$ cat src/hw/rtl/qfts_pkg.sv
`timescale 1ns / 1ps

package qfts_pkg;

  // Candidate store geometry
  localparam int unsigned MAX_CANDIDATES = 16;
  localparam int unsigned IDX_W          = $clog2(MAX_CANDIDATES);
  localparam int unsigned CNT_W          = $clog2(MAX_CANDIDATES + 1);

  // Field widths
  localparam int unsigned COORD_W = 15;
  localparam int unsigned RW_W    = 8;
  localparam int unsigned MS_W    = 12;
  localparam int unsigned MSR_W   = 8;

  typedef struct packed {
    logic [COORD_W-1:0] size;
    logic [COORD_W-1:0] y;
    logic [COORD_W-1:0] x;
  } cand_t;

  localparam int unsigned CAND_W = $bits(cand_t);

  // Configuration port
  localparam int unsigned CFG_IDX_W  = 2;
  localparam int unsigned CFG_DATA_W = 12;

  typedef enum logic [CFG_IDX_W-1:0] {
    REG_RATIO_WEIGHT   = 2'd0,
    REG_MIN_SPACING    = 2'd1,
    REG_MAX_SIDE_RATIO = 2'd2
  } cfg_reg_e;

  localparam logic [RW_W-1:0]  RW_RESET  = 8'd64;
  localparam logic [MS_W-1:0]  MS_RESET  = 12'd160;
  localparam logic [MSR_W-1:0] MSR_RESET = 8'd96;

  // Shared arithmetic units
  localparam int unsigned SQ_IN_W  = 64;
  localparam int unsigned SQ_OUT_W = 32;
  localparam int unsigned DIV_N_W  = 48;
  localparam int unsigned DIV_D_W  = 32;

  // Fixed point limits
  localparam logic [16:0] COS_ONE  = 17'h10000;
  localparam logic [31:0] PEN_SAT  = 32'hFFFF_0000;

endpackage

$ cat src/hw/rtl/qfts_isqrt.sv
`timescale 1ns / 1ps

module qfts_isqrt import qfts_pkg::*; (
  input  logic                clk_i,
  input  logic                rst_ni,
  input  logic                start_i,
  input  logic [SQ_IN_W-1:0]  rad_i,
  output logic                busy_o,
  output logic                done_o,
  output logic [SQ_OUT_W-1:0] root_o
);

  logic               busy_q;
  logic               done_q;
  logic [SQ_IN_W-1:0] v_q;
  logic [SQ_IN_W-1:0] r_q;
  logic [SQ_IN_W-1:0] bit_q;
  logic [SQ_IN_W-1:0] trial;
  logic               take;

  // one result bit per cycle, floor root
  assign trial = r_q + bit_q;
  assign take  = (v_q >= trial);

  always_ff @(posedge clk_i or negedge rst_ni) begin
    if (!rst_ni) begin
      busy_q <= 1'b0;
      done_q <= 1'b0;
    end else begin
      done_q <= 1'b0;
      if (start_i) begin
        busy_q <= 1'b1;
      end else if (busy_q && (bit_q == SQ_IN_W'(1))) begin
        busy_q <= 1'b0;
        done_q <= 1'b1;
      end
    end
  end

  always_ff @(posedge clk_i) begin
    if (start_i) begin
      v_q   <= rad_i;
      r_q   <= '0;
      bit_q <= SQ_IN_W'(1) << (SQ_IN_W - 2);
    end else if (busy_q) begin
      if (take) begin
        v_q <= v_q - trial;
        r_q <= (r_q >> 1) + bit_q;
      end else begin
        r_q <= r_q >> 1;
      end
      bit_q <= bit_q >> 2;
    end
  end

  assign busy_o = busy_q;
  assign done_o = done_q;
  assign root_o = r_q[SQ_OUT_W-1:0];

endmodule

$ cat config.mk
export PLATFORM = sky130hd
export DESIGN_NAME = qfts_isqrt
export DESIGN_NICKNAME = d
export VERILOG_FILES = /design/src/hw/rtl/qfts_pkg.sv /design/src/hw/rtl/qfts_isqrt.sv
export SDC_FILE = /design/constraint.sdc
export NUM_CORES = 1
export LEC_CHECK = 0
export BUFFER_PORTS_ARGS = -buffer_cell sky130_fd_sc_hd__buf_2
export CORE_MARGIN = 5
export CORE_UTILIZATION = 34
export CTS_CLUSTER_DIAMETER = 200
export DETAILED_ROUTE_END_ITERATION = 8
export GPL_TIMING_DRIVEN = 1
export PLACE_DENSITY = 0.5
export SLEW_MARGIN = 10
export SYNTH_ARGS = -nofsm -noshare
export SYNTH_HDL_FRONTEND = slang
export SYNTH_SLANG_ARGS = --single-unit
$ cat constraint.sdc
create_clock -name clk_i -period 23.2 [get_ports clk_i]
set_input_delay 4.64 -clock clk_i [delete_from_list [all_inputs] [get_ports clk_i]]
set_output_delay 4.64 -clock clk_i [all_outputs]
set_load 0.01 [all_outputs]
==> summary.txt <==
Run status
  – Outcome: complete, no violations

Drt
  – Vias after detailed routing: about 14000
  – DRT iter0 DRCs: about 740
  – Drt via density: ~5.6
  – Post-DR wirelength/cell: roughly 19 um
  – Remaining antenna violation count: 0
  – Routed Wire Length: roughly 47000 um
  – DRC violations left: 0
  – DR pass1 iterations: 5

Die
  – Die Ht: 220.0 um
  – Row count: 77
  – Ports: slightly above 100
  – Die width: between 200 and 250 um
  – Initial Utilization: ~34%
  – Core area: roughly 0.044 mm^2
  – Die area: ~0.048 mm^2

Clock network
  – Setup bufs post-CTS: 0
  – # hold bufs at CTS: 0
  – CTS sink cnt: between 150 and 200
  – CTS tree: yes
  – Max Buffers Root-to-Sink: 2
  – Clk Latency, worst-skew pair: 0.47 ns
  – H-tree Lvls: 4
  – Root buf cell: clkbuf_16
  – Post_cts resized: 0
  – CTS Buf Count: 17
  – Clock Pin Slew Worst Setup and Hold Paths: 0.07 ns

Synthesis
  – Yosys reg bits: around 160
  – Syn_nets: 2090
  – Post-synth EDFFs: between 60 and 70
  – Count leader, synth: nand2_1
  – Top_reg_cell synth: dfxtp_1
  – Commonest cells in the netlist: nand2_1 (218), nor2_1 (177), o21ai_0 (177)
  – Cell variety after synth: 80
  – Synth warn: 0
  – Post-synth ARST share: between 1 and 1.5%
  – Mean Syn Cell Area: between 7 and 8 um^2
  – Top cell type's share of synthesized area: approximately an eighth
  – Synth area leader: dfxtp_1
  – Ranking of synthesized cells by area: dfxtp_1 (13%), edfxtp_1 (13%), ha_1 (11%)
  – Cells after Synth: about 1900
  – Sequential area share after synthesis: between 20% and 30%
  – Post-synthesis cell area: 0.01500 mm^2

Global routing
  – GRT Util Overall: just under 20%
  – First-pass GRT wire length: about 74000 um
  – Vias in the first global route: about 14000
  – Initial antenna violation count: 0
  – Largest net degree at the start of global routing: between 90 and 100
  – Total grt overflow: 0

Timing
  – Setup_tns: 0 ns
  – Unrepaired setup endpoints after global routing: false
  – Period Utilization, post-route: about a third
  – Fin. max-slew vios: 0
  – Peak Freq: 136.1 MHz
  – Final setup fails: 0
  – Fin. Hold Viols: 0
  – Rel. slew slack: 24.58%
  – Tmin final: around 7.3 ns
  – Worst Skew: 0.01550 ns
  – Slew @ Worst Pin: around 1.1 ns

Worst setup path
  – Crit start category: flip-flop
  – Data required, critical path: around 23 ns
  – Length in cells of the worst reg-to-reg path: 21
  – CP Class: flip-flop to flip-flop
  – Max stage delay on crit path: around 0.63 ns
  – Crit path DAT: between 7 and 8 ns
  – R2R Setup Slk: 15.85 ns
  – Worst-path cell chain: ha_1 > a31oi_1 > o21bai_1 > a21oi_1 > o31ai_1 > nand4_1 > nand3_1 > a21boi_0 > o21ai_0 > a31oi_1 > xor2_1 > ha_1 > nand2_1 > or4_1 > nor4_1 > nor3_1 > a2111oi_2 > a211oi_4 > buf_4 > o21bai_4 > buf_4
  – CP max stage cell: nor4_1
  – Crit Reg-Reg Endpoint: v_q[18]
  – Maximum fanout along the worst path: 58
  – Critical Path Sink Type: flip-flop
  – Worst r2r src: r_q[2]

Placed design
  – Area post-placement: 0.01565 mm^2
  – Final Wtd Congestion: between 0.9 and 1
  – Number of port buffers: 100
  – Detailed placement HPWL: about 37000 um

Layout
  – Post-route cell area: 0.01618 mm^2
  – Share of layout cells above drive strength 1: 9.599%
  – Final net count: ~2100
  – Antenna fix cells: 0
  – P&R area growth vs syn: 7.874%

Power
  – Pleak: between 6 and 7 nW
  – Worst vdd ir: around 0.062 mV
  – Pwr dens: about 100 mW/mm^2

Worst hold path
  – Worst hold stages: 2
  – Hold Path Class: flip-flop to flip-flop
  – Hold Crit Endpoint: r_q[0]
  – HP Start: r_q[0]

Flow run
  – Maxcap violations: 0
## power breakdown
part | switching (mW) | internal, mW
Sequential | 0.0435 | 0.396
Combinational | 0.585 | 0.355
Clock | 0.134 | 0.138
## placed cells by master (no fill, tap or decap), types with 15 or more instances in the layout
cell type	n
a21oi_1	135
nor3_1	24
edfxtp_1	64
nand4_1	47
nand3_1	26
a211oi_1	27
or3_1	20
nor2b_1	19
nand2_1	218
xnor2_1	81
nor2_1	176
inv_1	23
mux2i_1	45
clkbuf_16	17
nor4_1	15
buf_2	99
o21ai_0	177
xor2_1	76
a21o_1	57
o21bai_1	35
a22oi_1	16
a31oi_1	62
dfxtp_1	96
o31ai_1	17
ha_1	130
## flip-flops by register name, summed over array words and instances (netlist names)
name	flops
bit_q	32
r_q	64
busy_o	1
v_q	64
done_o	1
## final cells by class
type                    instances  area, um^2
clock buffers                  17       425.4
inverters                      23       86.33
multi-input cells            1573       10370
flip-flops and latches        162        3897
clock inverters                15       108.9
repair buffers                106       551.8
well taps                     592       740.7
fillers                      4659       27750
## worst max path at each step
stage                 from       to
floorplan           r_q[2]   v_q[0]
global placement    r_q[4]   v_q[2]
detailed placement  r_q[2]   v_q[0]
CTS                 r_q[2]   v_q[2]
global route        r_q[4]  v_q[18]
finish              r_q[2]  v_q[18]
## worst max-delay path: cells and delay by family, from the launching register on
family                   cells  cell delay (ns)
AO/OA/AOI/OAI               10             2.74
adder cells (fa/ha/maj)      2             0.77
AND/OR/NAND/NOR              6             1.86
XOR/XNOR                     1             0.18
buffers and inverters        2             0.94
flip-flops                   1             0.37
## per-stage QoR
stage / hold WS (ns) / setup WS (ns) / instances / total power, mW / utilization [%]
after floorplan: 0.4760 / 14.96 / 1892 / 1.157 / -
after global placement: 0.4889 / 15.85 / 2456 / 1.384 / 35.62
after detailed placement: 0.5044 / 15.72 / 2456 / 1.381 / 35.62
after CTS: 0.5155 / 15.70 / 2488 / 1.663 / 36.83
after global routing: 0.5317 / 15.27 / 2488 / 1.784 / 36.83
final: 0.5048 / 15.85 / 2488 / 1.651 / 36.83
## cells by family (layout without fill, tap and decap cells)
kind of cell             Yosys count  after routing  synth area share, %
flip-flops                       162            162                25.96
buffers and inverters            157            161                5.046
AO/OA/AOI/OAI                    636            636                27.14
AND/OR/NAND/NOR                  597            597                18.18
XOR/XNOR                         157            157                9.167
multiplexers                      52             52                3.528
adder cells (fa/ha/maj)          131            131                10.98
## metal layers
| metal | vias up | global-route usage, % | part of all wire (%) |
|---|---|---|---|
| li1 | 6961 | - | - |
| met1 | 6487 | 23.77 | 44 |
| met2 | 289 | 33.53 | 48 |
| met3 | 74 | 4.108 | 4.9 |
| met4 | 0 | 6.220 | 2.8 |
| met5 | - | 0 | 0 |
No activity file was read; power rests on OpenSTA's default activity.
