File: config.mk
export PLATFORM = sky130hd
export DESIGN_NAME = qfts_ram
export DESIGN_NICKNAME = d
export VERILOG_FILES = /design/src/hw/rtl/qfts_ram.sv
export SDC_FILE = /design/constraint.sdc
export NUM_CORES = 1
export LEC_CHECK = 0
export BUFFER_PORTS_ARGS = -buffer_cell sky130_fd_sc_hd__buf_2
export CORE_ASPECT_RATIO = 1.5
export CORE_MARGIN = 5
export CORE_UTILIZATION = 51
export CTS_BUF_LIST = sky130_fd_sc_hd__clkbuf_16
export CTS_CLUSTER_DIAMETER = 100
export DETAILED_ROUTE_END_ITERATION = 7
export PLACE_DENSITY = 0.77
export RECOVER_POWER = 25
export SLEW_MARGIN = 20
export SYNTH_ARGS = -nofsm -noshare
export SYNTH_HDL_FRONTEND = slang
export SYNTH_SLANG_ARGS = --single-unit
File: constraint.sdc
create_clock -name clk_i -period 3.2 [get_ports clk_i]
set_input_delay 0.96 -clock clk_i [delete_from_list [all_inputs] [get_ports clk_i]]
set_output_delay 0.96 -clock clk_i [all_outputs]
set_load 0.02 [all_outputs]
File: src/hw/rtl/qfts_ram.sv
`timescale 1ns / 1ps

module qfts_ram #(
  parameter int unsigned WIDTH = 8,
  parameter int unsigned DEPTH = 16
) (
  input  logic                                       clk_i,
  input  logic                                       we_i,
  input  logic [((DEPTH > 1) ? $clog2(DEPTH) : 1)-1:0] waddr_i,
  input  logic [WIDTH-1:0]                           wdata_i,
  input  logic [((DEPTH > 1) ? $clog2(DEPTH) : 1)-1:0] raddr_i,
  output logic [WIDTH-1:0]                           rdata_o
);

  logic [WIDTH-1:0] mem_q [DEPTH];
  logic [WIDTH-1:0] rdata_q;

  // one write port, one registered read port
  always_ff @(posedge clk_i) begin
    if (we_i) begin
      mem_q[waddr_i] <= wdata_i;
    end
    rdata_q <= mem_q[raddr_i];
  end

  assign rdata_o = rdata_q;

endmodule

==> qor.txt, run 1 <==
RSZ-0062 raised after global routing -> false
Critical Path Start Type -> input pin
Global placement routability congestion -> 0.738
Cts hold-fix bufs -> 0
Reg2Reg Launch Point -> mem_q[1][2]$_DFFE_PP_
Final #Nets -> 299
CTS tree -> done
Multi-input gate area -> 1060 um2
Clock transition at the registers of the reported paths -> 0.06 ns
Most frequent cells in the layout -> edfxtp_1 (128), buf_2 (20), mux4_2 (18), clkbuf_16 (17), buf_4 (17)
Setup TNS -> 0 ns
Synthesized area -> 5150 um2
Pre-CTS setup slack -> 0.667 ns
# rows -> 45
Worst Hold Depth -> 3
Ys Warns -> 0
Die W -> 92.0 um
CTS max path bufs -> 2
Ports -> 26
Core area -> 10,000 um2
I/O Buffers -> 25
Synth Instances -> 229
Antenna Violating Nets Remaining -> 0
Max FO, Critical Path -> 30
Final period utilization -> 0.664
Inserted Diodes -> 0
DRT iter0 DRCs -> 238
Post CTS Setup Buffer Count -> 0
Peak VDD IR -> 0.000465 V
Yosys cell types -> 19
Vias in the first global route -> 2,612
Num Clock Sinks -> 136
Min Tclk post-route -> 2.13 ns
Initial antenna violation count -> 0
Synth Register Bits -> 136
Register-to-register setup slack -> 1.81 ns
Clk_skew -> 0.00768 ns
Fill count -> 683
Final Hold Violating Endpoints -> 0
WL/cell -> 23.8 um
Fin. max-slew vios -> 0
Most common cell after layout, fill and taps aside -> edfxtp_1
Global-route wire length before repair -> 15,200 um
Status -> finished clean
Pleak -> 2.09 nW
Fmax -> 470 MHz
Worst Hold Launch -> mem_q[12][0]$_DFFE_PP_
Net Count, Synth -> 247
Worst Path Class, Setup -> input pin to flop
Layout cells sized above 1 -> 0.303
Data required time of the worst path -> 3.48 ns
Gr ovfl total -> 0
Largest net degree at the start of global routing -> 33
Slew HR -> 0.519
Post-CTS sizing -> 0
Storage cell area -> 4000 um2
Max-cap violations -> 0
Die area -> 12,200 um2
Final setup fails -> 0
Avg Cell Area, Syn -> 22.5 um2
Crit. Startpoint -> raddr_i[1]
Endpoint class of the critical path -> flop
DRC -> 0
CP arrival -> 2.41 ns
Total vias in the final route -> 2,469
Initial core utilization -> 0.514
Sequential area share after synthesis -> 0.778
Tot GR Track Use -> 0.173
Fin worst setup slack -> 1.07 ns
CTS Buf Count -> 17
Post-DP HPWL -> 6140 um
Die height -> 133 um
Vias per inst -> 6.01
Min-Delay Path Class -> flop to flop
Slew @ Worst Pin -> 0.720 ns
R2r worst-path depth -> 3
H-tree level count -> 4
Area Overhead vs Synth -> 18.8%
WHS Endpoint -> rdata_o[0]$_DFF_P_
Worst R2R End -> rdata_o[2]$_DFF_P_
Pre-antenna DRT Iters -> 4
Detailed Route WL -> 9790 um
Cell Pwr Density -> 698 nW/um2
Worst skew pair latency -> 0.41 ns
Clock root cell -> clkbuf_16
[kinds of logic (layout without fill, tap and decap cells)]
family / after synthesis / in the layout / synth area share
flip-flops: 136 / 136 / 0.778
AND/OR/NAND/NOR: 35 / 35 / 0.0318
multiplexers: 32 / 32 / 0.150
AO/OA/AOI/OAI: 16 / 16 / 0.0233
buffers and inverters: 10 / 75 / 0.0168
[Yosys cell counts, drive strengths merged]
| library cell | n | area [um2] |
|---|---|---|
| a22oi | 16 | 120 |
| nand3 | 1 | 5.00 |
| and2b | 1 | 7.51 |
| nand2b | 2 | 12.5 |
| or3b | 1 | 8.76 |
| nand3b | 2 | 15.0 |
| dfxtp | 8 | 160 |
| buf | 7 | 56.3 |
| clkdlybuf4s25 | 3 | 30.0 |
| mux4 | 32 | 773 |
| and2 | 1 | 6.26 |
| nor3 | 4 | 20.0 |
| nor2b | 1 | 6.26 |
| nand2 | 9 | 33.8 |
| nor2 | 13 | 48.8 |
| edfxtp | 128 | 3840 |
[layout make-up]
cell class | count | area share
Clock buffer | 17 | 0.0696
Clock inverter | 15 | 0.0350
Multi-Input combinational cell | 83 | 0.173
Sequential cell | 136 | 0.655
Tap cell | 117 | 0.0239
Timing Repair Buffer | 43 | 0.0436
[power by group]
| part | total (W) | leakage, nW | switching (W) | internal, W |
|---|---|---|---|---|
| sequential | 0.00200 | 1.22 | 0.0000104 | 0.00199 |
| combinational | 0.000195 | 0.557 | 0.000117 | 0.0000772 |
| clock | 0.00207 | 0.306 | 0.000746 | 0.00132 |
| total | 0.00426 | 2.09 | 0.000874 | 0.00339 |
[worst max-delay path, cell delays in order]
cell     delay (ns)
buf_2          0.54
buf_4          0.25
mux4_1         0.28
a22oi_1        0.25
nand2_1        0.09
[registers in the layout (all words and copies together), names as in the netlist]
| register | flops |
|---|---|
| rdata_o | 8 |
| mem_q | 128 |
[how the worst max path moves through the flow]
stage | slack [ns] | to
final | 1.07 | rdata_o[4]$_DFF_P_
after global placement | 0.66 | rdata_o[4]$_DFF_P_
after floorplan | 0.75 | mem_q[0][0]$_DFFE_PP_
after global routing | 1.04 | rdata_o[4]$_DFF_P_
after detailed placement | 0.67 | rdata_o[4]$_DFF_P_
after CTS | 1.08 | rdata_o[4]$_DFF_P_
[routing by layer]
| layer | up-vias | GRT usage | wire length (um) | share of wire |
|---|---|---|---|---|
| met5 | - | 0 | 0 | 0 |
| met4 | 0 | 0.0736 | 131 | 0.013 |
| met3 | 11 | 0.0512 | 668 | 0.068 |
| met2 | 109 | 0.291 | 5300 | 0.54 |
| met1 | 1270 | 0.208 | 3690 | 0.38 |
| li1 | 1079 | - | - | - |
[stage by stage]
step | cells | utilization | instance area [um2] | hold slack [ns] | power (W)
3_3_place_gp | 379 | 0.547 | 5480 | 0.650 | 0.00223
5_1_grt | 411 | 0.610 | 6110 | 0.725 | 0.00440
2_1_floorplan | 229 | - | 5150 | 0.629 | 0.00215
4_1_cts | 411 | 0.611 | 6120 | 0.690 | 0.00429
3_5_place_dp | 379 | 0.547 | 5480 | 0.661 | 0.00224
6_report | 411 | 0.610 | 6110 | 0.681 | 0.00426
Note: power is estimated with default switching activity, not from simulation.
==> inputs of run 2 (changes only) <==
Settings changed: ABC_AREA from default to 1, PLACE_DENSITY 0.77 to 0.8.
Clock period 3.2 ns to 1.85 ns, I/O delays scaled along.
==> qor.txt, run 2 <==
Synth Register Bits -> 136
CTS Buf Count -> 17
WHS Endpoint -> rdata_o[7]$_DFF_P_
Worst skew pair latency -> 0.41 ns
Die height -> 140 um
Post-synthesis mux area share -> 0
Crit path buffers/inverters -> 1
R2r worst-path depth -> 6
DRT iter0 DRCs -> 299
Cell chain of the critical path -> buf_2
Ys Warns -> 0
Initial antenna violation count -> 0
Synth Instances -> 551
Most common cell after layout, fill and taps aside -> nand2_1
Inserted Diodes -> 0
Critical Path Start Type -> flop
Slew HR -> 0.393
Die area -> 13,600 um2
Most flop-heavy register -> mem_q
Non-filler instance count after layout -> 754
Post-DP HPWL -> 8020 um
Cell area after layout -> 6750 um2
Worst Hold Depth -> 3
Total vias in the final route -> 3,878
H-tree level count -> 4
Max-cap violations -> 0
DP Cell Count -> 722
Storage cell area -> 4000 um2
Net Count, Synth -> 569
Placed Area -> 6130 um2
Cell Pwr Density -> 1100 nW/um2
Adder-cell share of the synthesized area -> 0
Synth Area in Compound Gates -> 0
Ys async rst share -> 0
Post-CTS sizing -> 0
Final #Nets -> 612
Min-Delay Path Class -> input pin to flop
Fin. max-slew vios -> 0
Gr ovfl total -> 0
Peak VDD IR -> 0.000858 V
CTS max path bufs -> 2
Yosys cell types -> 12
Critical path's slowest cell -> dfxtp_1
Largest stage delay, worst path -> 0.38 ns
Synthesized area -> 5770 um2
Final Hold Violating Endpoints -> 0
Worst R2R End -> rdata_o[7]$_DFF_P_
Tot GR Track Use -> 0.198
Final setup fails -> 0
Simple-gate area share of the yosys netlist -> 0.210
Main synth FF type -> edfxtp_1
Layout cells sized above 1 -> 0.127
Most frequent cells in the layout -> nand2_1 (173), edfxtp_1 (128), inv_1 (100), nand3_1 (97), buf_2 (20)
DRC -> 0
Internal Power -> 0.00583 W
Ports -> 26
Pre-antenna DRT Iters -> 5
Top-count cell post-synth -> nand2_1
Clock share of power -> 0.472
Die W -> 96.8 um
Avg Cell Area, Syn -> 10.5 um2
Synth cell count leaders -> nand2_1 (173), edfxtp_1 (128), inv_1 (100)
Initial core utilization -> 0.522
Delay-heaviest family, CP -> flip-flops
Combinational power share -> 0.061
I/O Buffers -> 25
Endpoint class of the critical path -> output pin
CP arrival -> 0.98 ns
Max reg flops -> 128
Sw power -> 0.00159 W
Slew @ Worst Pin -> 0.910 ns
Sequential area share after synthesis -> 0.694
Data required time of the worst path -> 1.29 ns
Switching Share -> 0.214
Sequential share of power -> 0.468
Final period utilization -> 0.830
Vias per inst -> 5.14
Fmax -> 651 MHz
Clock transition at the registers of the reported paths -> 0.06 ns
Vias in the first global route -> 3,819
CTS tree -> done
Pleak -> 2.93 nW
WL/cell -> 17.0 um
Top-area cell type share of the netlist area -> 0.667
Post CTS Setup Buffer Count -> 0
Largest family of logic cells by synthesized area -> simple AND/OR/NAND/NOR gates
Clk_skew -> 0.00850 ns
Fill count -> 891
Detailed Route WL -> 12,800 um
Dominant cell type by area after synthesis -> edfxtp_1
Setup TNS -> 0 ns
Global placement routability congestion -> 0.880
Status -> finished clean
# rows -> 47
EDFF count, synth -> 128
Register-to-register setup slack -> 0.84 ns
Global-route wire length before repair -> 19,900 um
Worst Hold Launch -> raddr_i[3]
Max FO, Critical Path -> 1
Hold WS -> 0.515 ns
Cts hold-fix bufs -> 0
Min Tclk post-route -> 1.54 ns
Clock root cell -> clkbuf_16
Area Overhead vs Synth -> 17.1%
Top area cells in the synthesized netlist -> edfxtp_1 (67%), nand2_1 (11%), nand3_1 (8.4%)
Reg2Reg Launch Point -> mem_q[1][7]$_DFFE_PP_
Antenna Violating Nets Remaining -> 0
Worst Path Class, Setup -> flop to output pin
Core area -> 11,100 um2
Multi-input gate area -> 1210 um2
Power consumption -> 0.00742 W
Largest net degree at the start of global routing -> 65
Xor/xnor share of the synthesized area -> 0
Num Clock Sinks -> 136
RSZ-0062 raised after global routing -> false
## run 2: tightest hold or removal path, stage by stage
cell	delay, ns
buf_2	0.18
nand3_1	0.10
nand2_1	0.04
## run 2: per-stage QoR
step | util | worst slack (ns)
floorplan | - | 0.344
global placement | 0.555 | 0.174
detailed placement | 0.555 | 0.158
CTS | 0.611 | 0.305
global route | 0.611 | 0.281
finish | 0.611 | 0.315
## run 2: cell type report
| cell class | count | share of cell area |
|---|---|---|
| flip-flops and latches | 136 | 0.593 |
| multi-input cells | 289 | 0.180 |
| clock buffers | 17 | 0.0630 |
| inverters | 102 | 0.0567 |
| repair buffers | 48 | 0.0506 |
| clock inverters | 15 | 0.0300 |
| well taps | 147 | 0.0272 |
## run 2: worst max-delay path by stage
| stage | start | end | cells after the start |
|---|---|---|---|
| 6_report | rdata_o[2]$_DFF_P_ | rdata_o[2] | 1 |
| 5_1_grt | rdata_o[2]$_DFF_P_ | rdata_o[2] | 1 |
| 4_1_cts | rdata_o[2]$_DFF_P_ | rdata_o[2] | 1 |
| 3_5_place_dp | raddr_i[0] | rdata_o[7]$_DFF_P_ | 8 |
| 3_3_place_gp | raddr_i[0] | rdata_o[7]$_DFF_P_ | 8 |
| 2_1_floorplan | waddr_i[2] | mem_q[10][0]$_DFFE_PP_ | 2 |
## run 2: routing by layer
metal	GRT usage	wire length, um	part of all wire
met4	0.118	504	0.039
met5	0	0	0
met2	0.358	7070	0.55
met1	0.206	4500	0.35
met3	0.0458	759	0.059
## run 2: kinds of logic (layout without fill, tap and decap cells)
| group | after synthesis | count (layout) |
|---|---|---|
| and+or+nand+nor | 289 | 289 |
| DFF | 136 | 136 |
| buffers and inverters | 126 | 182 |
## run 2: power groups by stage
stage / Combinational (W) / Clock (W) / Sequential (W)
CTS: 0.000451 / 0.00354 / 0.00347
global route: 0.000488 / 0.00371 / 0.00348
global placement: 0.000439 / 0 / 0.00353
detailed placement: 0.000447 / 0 / 0.00353
floorplan: 0.000243 / 0 / 0.00355
finish: 0.000450 / 0.00350 / 0.00347
