--- src/hw/rtl/qfts_pkg.sv ---
`timescale 1ns / 1ps

package qfts_pkg;

  // Candidate store geometry
  localparam int unsigned MAX_CANDIDATES = 16;
  localparam int unsigned IDX_W          = $clog2(MAX_CANDIDATES);
  localparam int unsigned CNT_W          = $clog2(MAX_CANDIDATES + 1);

  // Field widths
  localparam int unsigned COORD_W = 15;
  localparam int unsigned RW_W    = 8;
  localparam int unsigned MS_W    = 12;
  localparam int unsigned MSR_W   = 8;

  typedef struct packed {
    logic [COORD_W-1:0] size;
    logic [COORD_W-1:0] y;
    logic [COORD_W-1:0] x;
  } cand_t;

  localparam int unsigned CAND_W = $bits(cand_t);

  // Configuration port
  localparam int unsigned CFG_IDX_W  = 2;
  localparam int unsigned CFG_DATA_W = 12;

  typedef enum logic [CFG_IDX_W-1:0] {
    REG_RATIO_WEIGHT   = 2'd0,
    REG_MIN_SPACING    = 2'd1,
    REG_MAX_SIDE_RATIO = 2'd2
  } cfg_reg_e;

  localparam logic [RW_W-1:0]  RW_RESET  = 8'd64;
  localparam logic [MS_W-1:0]  MS_RESET  = 12'd160;
  localparam logic [MSR_W-1:0] MSR_RESET = 8'd96;

  // Shared arithmetic units
  localparam int unsigned SQ_IN_W  = 64;
  localparam int unsigned SQ_OUT_W = 32;
  localparam int unsigned DIV_N_W  = 48;
  localparam int unsigned DIV_D_W  = 32;

  // Fixed point limits
  localparam logic [16:0] COS_ONE  = 17'h10000;
  localparam logic [31:0] PEN_SAT  = 32'hFFFF_0000;

endpackage

--- src/hw/rtl/qfts_div.sv ---
`timescale 1ns / 1ps

module qfts_div import qfts_pkg::*; (
  input  logic               clk_i,
  input  logic               rst_ni,
  input  logic               start_i,
  input  logic [DIV_N_W-1:0] num_i,
  input  logic [DIV_D_W-1:0] den_i,
  output logic               busy_o,
  output logic               done_o,
  output logic [DIV_N_W-1:0] quo_o
);

  localparam int unsigned STEP_W = $clog2(DIV_N_W);

  logic               busy_q;
  logic               done_q;
  logic [STEP_W-1:0]  cnt_q;
  logic [DIV_N_W-1:0] num_q;
  logic [DIV_D_W-1:0] rem_q;
  logic [DIV_D_W-1:0] den_q;
  logic [DIV_D_W:0]   shifted;
  logic               ge;

  // restoring division, one quotient bit per cycle
  assign shifted = {rem_q, num_q[DIV_N_W-1]};
  assign ge      = (shifted >= {1'b0, den_q});

  always_ff @(posedge clk_i or negedge rst_ni) begin
    if (!rst_ni) begin
      busy_q <= 1'b0;
      done_q <= 1'b0;
      cnt_q  <= '0;
    end else begin
      done_q <= 1'b0;
      if (start_i) begin
        busy_q <= 1'b1;
        cnt_q  <= STEP_W'(DIV_N_W - 1);
      end else if (busy_q) begin
        cnt_q <= cnt_q - STEP_W'(1);
        if (cnt_q == '0) begin
          busy_q <= 1'b0;
          done_q <= 1'b1;
        end
      end
    end
  end

  always_ff @(posedge clk_i) begin
    if (start_i) begin
      num_q <= num_i;
      den_q <= den_i;
      rem_q <= '0;
    end else if (busy_q) begin
      num_q <= {num_q[DIV_N_W-2:0], ge};
      rem_q <= ge ? DIV_D_W'(shifted - {1'b0, den_q}) : shifted[DIV_D_W-1:0];
    end
  end

  assign busy_o = busy_q;
  assign done_o = done_q;
  assign quo_o  = num_q;

endmodule

--- config.mk ---
export PLATFORM = sky130hd
export DESIGN_NAME = qfts_div
export DESIGN_NICKNAME = d
export VERILOG_FILES = /design/src/hw/rtl/qfts_pkg.sv /design/src/hw/rtl/qfts_div.sv
export SDC_FILE = /design/constraint.sdc
export NUM_CORES = 1
export LEC_CHECK = 0
export BUFFER_PORTS_ARGS = -buffer_cell sky130_fd_sc_hd__buf_2
export CAP_MARGIN = 20
export CORE_MARGIN = 4
export CORE_UTILIZATION = 55
export CTS_BUF_LIST = sky130_fd_sc_hd__clkbuf_2 sky130_fd_sc_hd__clkbuf_4 sky130_fd_sc_hd__clkbuf_8
export DETAILED_ROUTE_END_ITERATION = 7
export GPL_TIMING_DRIVEN = 0
export PLACE_DENSITY = 0.9
export SLEW_MARGIN = 20
export SYNTH_ARGS = -nofsm -noshare
export SYNTH_HDL_FRONTEND = slang
export SYNTH_SLANG_ARGS = --single-unit
export TNS_END_PERCENT = 20
--- constraint.sdc ---
create_clock -name clk_i -period 7.65 [get_ports clk_i]
set_clock_uncertainty 0.15 [all_clocks]
set_input_delay 0.3825 -clock clk_i [delete_from_list [all_inputs] [get_ports clk_i]]
set_output_delay 0.3825 -clock clk_i [all_outputs]
set_load 0.01 [all_outputs]
==> impl_metrics.json, run 1 <==
{
  "whs_ps": 81.3,
  "post-synth-top-area-cell": "edfxtp_1",
  "ios": 133,
  "worstSetupEndpoint": "rem_q[28]",
  "synth_compound_area_frac": 0.148,
  "post-route-period-util": 0.455,
  "r2r_setup_slack_ps": 4170,
  "critPathSlowestCell": "a211oi_1",
  "cts_made_buffers": 17,
  "drive_gt1_frac": 0.292,
  "syn_nets": 755,
  "fp.coreArea_mm2": 0.0122,
  "cp.required_ps": 7850,
  "synthAdderAreaFrac": 0.0646,
  "crit_start": "quo_o[47]",
  "crit_chain": "inv_1 -> ha_1 -> fa_1 -> nand2b_1 -> a211oi_1 -> o21ai_1 -> o21bai_1 -> nand4_1 -> and4_1 -> or4_1 -> o311ai_1",
  "setup_viol": 0,
  "ys.warnings.count": 0,
  "synth.area.top_cells": "edfxtp_1, dfxtp_1, mux2_2",
  "synth_mux_area_frac": 0.108,
  "period_needed_ps": 3480,
  "criticalPathCategory": "register to register",
  "dieWidth_um": 120,
  "antenna_cells": 0,
  "synth-simple-area-share": 0.125,
  "fin_area_mm2": 0.00849,
  "cap_violations": 0,
  "cpLargestDelayFamily": "compound AO/OA/AOI/OAI gates",
  "rows": 40,
  "cts_resized": 0,
  "routedWlPerCell_um": 17.5,
  "synthFlopType": "edfxtp_1",
  "drtIter0Drc": 407,
  "hold_viol": 0,
  "worst-slew-pin-transition_ps": 780,
  "syn_inst": 637,
  "synthXorXnorAreaFrac": 0.0356,
  "grt_usage": 0.249,
  "drc_errors": 0,
  "cts_tree": "built",
  "die_h_um": 120,
  "ir_drop_mv": 0.255,
  "drt_pass1_iterations": 5,
  "ant_nets": 0,
  "layout_common_cells": "buf_2, edfxtp_1, nor2_1",
  "final_common_cell": "buf_2",
  "synth_async_sr_flop_share": 0.0667,
  "status": "complete, no violations",
  "worstHoldPathType": "input port to register",
  "crit_path_max_fanout": 4,
  "syn_to_final_growth_pct": 23.2,
  "dieArea_mm2": 0.0144,
  "grt_max_degree": 34,
  "clock-sinks": 120,
  "synth_top_family_by_area": "compound AO/OA/AOI/OAI gates",
  "synth.distinct_cells": 75,
  "cts_buffer_depth": 2,
  "drt-vias-per-instance": 5.70,
  "synth_edf_count": 80,
  "hpwl_um": 12700,
  "n_fill_cell": 882,
  "max_stage_delay_ps": 490,
  "max-slew-margin-rel": 0.480,
  "power_density_mw_per_mm2": 293,
  "io_buffers": 132,
  "crit_buf_inv": 1,
  "startpoint_type": "register",
  "antenna_found_initial": 0,
  "synth_area_mm2": 0.00689,
  "htree_levels": 4,
  "critical_path.endpoint_type": "register",
  "grt_pass1_vias": 5850,
  "placed_area_mm2": 0.00779,
  "synth_top_area_share": 0.348,
  "reg2regPathDepth": 11,
  "cts_root_buf": "clkbuf_8",
  "avgSynthCellArea_um2": 10.8,
  "finalPower_mw": 2.49,
  "rsz0062_at_grt": "no",
  "synth-seq-cells": 120,
  "postCtsSetupBuffers": 0,
  "globalplace.congestion": 0.930,
  "r2r-start": "quo_o[47]",
  "r2r_end": "rem_q[28]",
  "floorplan.initialDensity": 0.567,
  "wl_um": 17600,
  "cp.arrival_ps": 3680,
  "finalSetupTns_ps": 0,
  "clkTransAtPathRegs_ps": 80,
  "fmaxAchievable_mhz": 288,
  "synth_seq_area_share": 0.470,
  "leakage_nw": 3.67,
  "slew_violations": 0,
  "route.vias.total": 5716,
  "grt_pass1_wl_um": 28400,
  "worst_skew_pair.late_latency_ps": 450,
  "grt_overflow": 0,
  "final_nets": 940,
  "critical_path_depth": 11
}
## synth_stat cells (3+ instances only)
library cell / count
nor4_1: 4
a21o_1: 12
nor2b_1: 3
a211o_1: 5
or3_1: 4
nand3_1: 17
o21ai_1: 3
a21oi_1: 29
a31oi_1: 9
buf_6: 4
a211oi_1: 23
nand2b_1: 11
dfxtp_1: 32
inv_1: 40
and3_1: 6
buf_2: 7
nor3b_1: 8
nand2_1: 29
dfrtp_1: 8
o21ai_0: 14
xnor2_1: 17
nor3_1: 6
o21bai_1: 4
edfxtp_1: 80
nand4_1: 5
xor2_1: 11
o21a_1: 4
ha_1: 34
clkbuf_1: 19
a21boi_0: 3
o31ai_1: 5
mux2i_1: 19
nor2_1: 59
mux2_2: 48
and2_1: 5
a221o_1: 4
## what timing repair did
item / in CTS / in global routing
endpoints found under the hold margin: 40 / 0
setup endpoints to repair: 0 / 0
hold buffers: 33 / 0
## logic make-up (layout without fill, tap and decap cells)
| kind of cell | count (synthesis) | after routing |
|---|---|---|
| compound gates | 142 | 142 |
| xor+xnor | 28 | 28 |
| fa+ha+maj | 35 | 35 |
| buf+inv | 74 | 272 |
| flops | 120 | 120 |
| mux | 68 | 68 |
| simple gates | 170 | 170 |
## routing by layer
layer | routed length, um | track usage | vias to the layer above | share of wire
li1 | - | - | 2735 | -
met1 | 7250 | 0.296 | 2735 | 0.41
met2 | 8800 | 0.430 | 223 | 0.50
met3 | 1280 | 0.0796 | 23 | 0.073
met4 | 243 | 0.0752 | 0 | 0.014
met5 | 0 | 0 | - | 0
## registers in the layout (all words and copies together), names as in the netlist
signal	cells
quo_o	48
rem_q	32
cnt_q	6
done_o	1
busy_o	1
den_q	32
## how the worst min path moves through the flow
stage               slack (ps)       from  depth (start not counted)         to
floorplan                  -60     rst_ni                          0     busy_o
global placement            80     rst_ni                          1     done_o
detailed placement          90     rst_ni                          1     done_o
CTS                         50  num_i[40]                          2  quo_o[40]
global route                50  num_i[27]                          2  quo_o[27]
finish                      80  num_i[40]                          2  quo_o[40]
## where the power goes
group / internal [mW] / total (mW) / switching, mW
clock: 0.267 / 0.541 / 0.275
combinational: 0.477 / 1.06 / 0.579
sequential: 0.811 / 0.891 / 0.0802
## stage by stage
step | cells | utilization | setup WS [ps]
global route | 1003 | 0.698 | 3940
floorplan | 637 | - | 4690
CTS | 1003 | 0.698 | 4230
finish | 1003 | 0.698 | 4170
detailed placement | 938 | 0.641 | 4040
global placement | 937 | 0.638 | 3390
## cell type report
cell class	count	area (um2)	share of cell area
buffer	34	181	0.0214
clock inverter	13	123	0.0144
tap	168	210	0.0247
clock buffer	19	249	0.0293
multi-input combinational	443	3320	0.391
inverter	40	150	0.0177
timing repair buffer	166	1020	0.120
sequential	120	3240	0.382
No activity file was read; power rests on OpenSTA's default activity.
==> inputs of run 2 (changes only) <==
==> constraint.sdc (replaced) <==
create_clock -name clk_i -period 3.6 [get_ports clk_i]
set_clock_uncertainty 0.15 [all_clocks]
set_input_delay 0.18 -clock clk_i [delete_from_list [all_inputs] [get_ports clk_i]]
set_output_delay 0.18 -clock clk_i [all_outputs]
set_load 0.01 [all_outputs]
==> run 2 against run 1 <==
Compared with the run above: utilization increased by 4.1 points; power increased by 120%; combinational power rose by 120%; non-clock buffer count up 49; largest cell class unchanged.
==> impl_metrics.json, run 2 (same netlist as run 1, synthesis figures left out) <==
{
  "hpwl_um": 12700,
  "p_int_mw": 3.34,
  "ant_nets": 0,
  "routedWlPerCell_um": 20.1,
  "cap_violations": 0,
  "power_density_mw_per_mm2": 603,
  "drtIter0Drc": 443,
  "ios": 133,
  "stdcell_count": 1052,
  "cts_root_buf": "clkbuf_8",
  "wl_um": 21100,
  "placed_area_mm2": 0.00779,
  "antenna_cells": 0,
  "crit_path_max_fanout": 4,
  "globalplace.congestion": 0.930,
  "antenna_found_initial": 0,
  "startpoint_type": "register",
  "grt_pass1_wl_um": 33300,
  "drive_gt1_frac": 0.277,
  "largest_reg_flops": 48,
  "cts_buffer_depth": 2,
  "io_buffers": 132,
  "worstHoldPathType": "input port to register",
  "cp.required_ps": 3810,
  "p_sw_frac": 0.384,
  "worst-slew-pin-transition_ps": 803,
  "critPathSlowestCell": "or4_1",
  "grt_usage": 0.299,
  "grt_overflow": 0,
  "final_util": 0.739,
  "dieWidth_um": 120,
  "clock_power_share": 0.219,
  "status": "complete, no violations",
  "ff_latch_area_mm2": 0.00324,
  "cts_made_buffers": 17,
  "final_nets": 989,
  "setup_viol": 0,
  "fin_area_mm2": 0.00899,
  "fmaxAchievable_mhz": 295,
  "drt-vias-per-instance": 5.83,
  "post-route-period-util": 0.941,
  "rows": 40,
  "power.share.combinational": 0.428,
  "cts_tree": "built",
  "place_inst": 938,
  "period_needed_ps": 3390,
  "grt_max_degree": 34,
  "postCtsSetupBuffers": 0,
  "slew_violations": 0,
  "worst_skew_pair.late_latency_ps": 460,
  "criticalPathCategory": "register to register",
  "hold_viol": 0,
  "leakage_nw": 3.87,
  "syn_to_final_growth_pct": 30.4,
  "n_fill_cell": 796,
  "route.vias.total": 6135,
  "final_common_cell": "buf_2",
  "die_h_um": 120,
  "layout_common_cells": "buf_2, dlygate4sd3_1, edfxtp_1",
  "critical_path.endpoint_type": "register",
  "grt_pass1_vias": 6443,
  "p_switching_mw": 2.08,
  "drc_errors": 0,
  "ir_drop_mv": 0.551,
  "fp.coreArea_mm2": 0.0122,
  "max-slew-margin-rel": 0.465,
  "crit_buf_inv": 1,
  "clkTransAtPathRegs_ps": 90,
  "dieArea_mm2": 0.0144,
  "rsz0062_at_grt": "no",
  "cpLargestDelayFamily": "simple AND/OR/NAND/NOR gates",
  "clock-sinks": 120,
  "multiInputGateArea_mm2": 0.00332,
  "drt_pass1_iterations": 8,
  "crit_chain": "inv_1 -> ha_1 -> fa_1 -> nand2b_1 -> a211oi_2 -> o21ai_1 -> o21bai_1 -> nand4_1 -> and4_1 -> or4_1 -> o311ai_1",
  "max_stage_delay_ps": 440,
  "floorplan.initialDensity": 0.567,
  "htree_levels": 4,
  "cp.arrival_ps": 3590,
  "pwr-share-seq": 0.352
}
==> run 2: cell types whose count changed in the layout (fill, tap and decap cells not counted) <==
cell,previous run,this run
dlygate4sd3_1,33,82
a211oi_2,1,2
a211oi_1,23,22
==> run 2: path summary, 6_finish.rpt <==
kind                           start   endpoint  slack, ps  cells past startpoint
setup reg to reg           quo_o[47]  rem_q[28]        210                     11
min in group asynchronous     rst_ni     busy_o        580                      3
hold reg to reg             rem_q[8]   rem_q[8]        360                      2
setup / recovery           quo_o[47]  rem_q[28]        210                     11
max in group asynchronous     rst_ni     done_o       2420                      3
hold / removal               start_i   den_q[7]        220                      1
==> run 2: timing repair <==
action,CTS,global route
endpoints found under the setup margin,0,1
endpoints found under the hold margin,88,0
hold buffers,82,0
resized for setup,0,1
==> run 2: layer usage <==
| metal | share of wire | global-route usage | up-vias |
|---|---|---|---|
| li1 | - | - | 2836 |
| met5 | 0 | 0 | - |
| met3 | 0.076 | 0.0891 | 79 |
| met4 | 0.046 | 0.155 | 0 |
| met1 | 0.37 | 0.329 | 2885 |
| met2 | 0.51 | 0.520 | 335 |
==> run 2: power groups by stage <==
stage / registers [mW] / clock network, mW / logic (mW)
3_3_place_gp: 1.90 / 0 / 2.11
2_1_floorplan: 1.90 / 0 / 1.66
4_1_cts: 1.89 / 1.17 / 2.25
6_report: 1.91 / 1.19 / 2.32
3_5_place_dp: 1.91 / 0 / 2.16
5_1_grt: 1.93 / 1.27 / 2.52
==> run 2: worst register-to-register path, delay by kind of cell (launching register included) <==
kind / cells / cell delay (ps)
fa+ha+maj: 2 / 630
buf+inv: 1 / 70
compound gates: 4 / 960
flops: 1 / 400
simple gates: 4 / 1100
==> run 2: area by class of cell <==
class | instances | area share
timing repair buffer | 215 | 0.168
sequential | 120 | 0.361
multi-input combinational | 443 | 0.370
buffer | 34 | 0.0202
clock inverter | 13 | 0.0136
tap | 168 | 0.0234
inverter | 40 | 0.0167
clock buffer | 19 | 0.0277
==> run 2: metrics by stage <==
| stage | setup TNS [ps] | power [mW] | hold slack, ps | setup slack (ps) |
|---|---|---|---|---|
| detailed placement | 0 | 4.07 | -116 | 188 |
| floorplan | 0 | 3.56 | -266 | 638 |
| CTS | 0 | 5.31 | 211 | 178 |
| global placement | -21840 | 4.02 | -119 | -458 |
| finish | 0 | 5.42 | 215 | 213 |
| global route | 0 | 5.72 | 236 | 78.8 |
==> inputs of run 3 (changes only) <==
--- a/config.mk
+++ b/config.mk
@@ -9,7 +9,7 @@
 export CAP_MARGIN = 20
 export CORE_MARGIN = 4
 export CORE_UTILIZATION = 55
-export CTS_BUF_LIST = sky130_fd_sc_hd__clkbuf_2 sky130_fd_sc_hd__clkbuf_4 sky130_fd_sc_hd__clkbuf_8
+export CTS_BUF_LIST = sky130_fd_sc_hd__clkbuf_8
 export DETAILED_ROUTE_END_ITERATION = 7
 export GPL_TIMING_DRIVEN = 0
 export PLACE_DENSITY = 0.9
==> run 3 against run 2 <==
Compared with the run above: non-clock buffer count did not move; sequential share of layout area hardly changed; maximum frequency up 0.13%; global-route usage is 0.29 points lower; setup slack better by 4.3 ps; sequential cell count is the same; design area barely moved; power about the same; clock power about the same; hold slack got worse by 0.89 ps; final cell count unchanged.
==> impl_metrics.json, run 3 (same netlist as run 1, synthesis figures left out) <==
{
  "max-slew-margin-rel": 0.462,
  "startpoint_type": "register",
  "grt_pass1_vias": 6380,
  "postCtsSetupBuffers": 0,
  "crit_path_max_fanout": 4,
  "layout_common_cells": "buf_2, dlygate4sd3_1, edfxtp_1",
  "dieArea_mm2": 0.0144,
  "fp.coreArea_mm2": 0.0122,
  "antenna_cells": 0,
  "place_inst": 938,
  "cts_tree": "built",
  "pwr-share-seq": 0.352,
  "htree_levels": 4,
  "r2r_end": "rem_q[28]",
  "fin_area_mm2": 0.00899,
  "grt_usage": 0.296,
  "antenna_found_initial": 0,
  "final_nets": 989,
  "finalPower_mw": 5.42,
  "multiInputGateArea_mm2": 0.00333,
  "worstHoldPathCells": 1,
  "route.vias.total": 6212,
  "cts_root_buf": "clkbuf_8",
  "worst-slew-pin-transition_ps": 807,
  "drt_pass1_iterations": 5,
  "stdcell_count": 1052,
  "slew_violations": 0,
  "grt_pass1_wl_um": 33000,
  "finalSetupTns_ps": 0,
  "hp-start": "start_i",
  "ios": 133,
  "r2r_setup_slack_ps": 220,
  "critPathSlowestCell": "or4_1",
  "crit_buf_inv": 1,
  "hold_viol": 0,
  "drtIter0Drc": 546,
  "worst_skew_pair.late_latency_ps": 460,
  "rows": 40,
  "syn_to_final_growth_pct": 30.3,
  "largest_reg_flops": 48,
  "post-route-period-util": 0.940,
  "worstHoldPathType": "input port to register",
  "whs_ps": 214,
  "drc_errors": 0,
  "ff_latch_area_mm2": 0.00324,
  "grt_overflow": 0,
  "worstHoldEndpoint": "den_q[31]",
  "reg2regPathDepth": 11,
  "ir_drop_mv": 0.478,
  "max_stage_delay_ps": 440,
  "p_int_mw": 3.32,
  "placed_area_mm2": 0.00779,
  "final_util": 0.739,
  "ant_nets": 0,
  "fmaxAchievable_mhz": 296,
  "power.share.combinational": 0.430,
  "p_sw_frac": 0.387,
  "cap_violations": 0,
  "leakage_nw": 3.88,
  "cts_buffer_depth": 2,
  "cts_made_buffers": 17,
  "final_common_cell": "buf_2",
  "routedWlPerCell_um": 19.8,
  "grt_max_degree": 34,
  "floorplan.initialDensity": 0.567,
  "critical_path.endpoint_type": "register",
  "p_switching_mw": 2.09,
  "globalplace.congestion": 0.930,
  "io_buffers": 132,
  "hpwl_um": 12700,
  "clkTransAtPathRegs_ps": 90,
  "cp.required_ps": 3800,
  "pre_cts_ws_ps": 188,
  "crit_chain": "inv_1 -> ha_1 -> fa_1 -> nand2b_1 -> a211oi_2 -> o21ai_1 -> o21bai_2 -> nand4_1 -> and4_1 -> or4_1 -> o311ai_1",
  "setup_viol": 0,
  "setup_ws_ps": 217,
  "clock-sinks": 120,
  "rsz0062_at_grt": "no",
  "die_h_um": 120,
  "wl_um": 20800,
  "drive_gt1_frac": 0.276,
  "cp.arrival_ps": 3580,
  "drt-vias-per-instance": 5.90,
  "cpLargestDelayFamily": "simple AND/OR/NAND/NOR gates",
  "n_fill_cell": 812,
  "dieWidth_um": 120,
  "period_needed_ps": 3380,
  "status": "complete, no violations",
  "criticalPathCategory": "register to register",
  "r2r-start": "quo_o[47]",
  "power_density_mw_per_mm2": 603,
  "clock_power_share": 0.218
}
[run 3: how the worst max path moves through the flow]
stage               from         to  slack [ps]  depth (start not counted)
2_1_floorplan  quo_o[47]  rem_q[28]         640                         11
3_3_place_gp     start_i  quo_o[37]        -460                          6
3_5_place_dp     start_i  quo_o[37]         190                          7
4_1_cts        quo_o[47]  rem_q[28]          90                         11
5_1_grt        quo_o[47]  rem_q[28]         100                         11
6_report       quo_o[47]  rem_q[28]         220                         11
[run 3: final cells by class]
type                    count  area share
clock buffers              17      0.0260
inverters                  40      0.0167
repair buffers            215       0.168
multi-input cells         443       0.370
clock inverters            15      0.0145
flip-flops and latches    120       0.361
well taps                 168      0.0234
plain buffers              34      0.0202
[run 3: metal layers]
metal | GRT usage | share of wire | routed length [um] | vias to the layer above
met5 | 0 | 0 | 0 | -
met1 | 0.342 | 0.38 | 7970 | 2940
met3 | 0.0773 | 0.076 | 1590 | 77
li1 | - | - | - | 2834
met4 | 0.142 | 0.041 | 860 | 0
met2 | 0.510 | 0.50 | 10400 | 361
[run 3: what timing repair did]
item,in CTS,in global routing
resized for setup,0,2
setup endpoints to repair,0,2
hold buffers,82,0
endpoints found under the hold margin,88,0
[run 3: power by group through the flow]
stage	clock, mW	combinational (mW)	sequential [mW]
global placement	0	2.11	1.90
CTS	1.15	2.25	1.89
global route	1.26	2.53	1.93
detailed placement	0	2.16	1.91
floorplan	0	1.66	1.90
finish	1.18	2.33	1.91
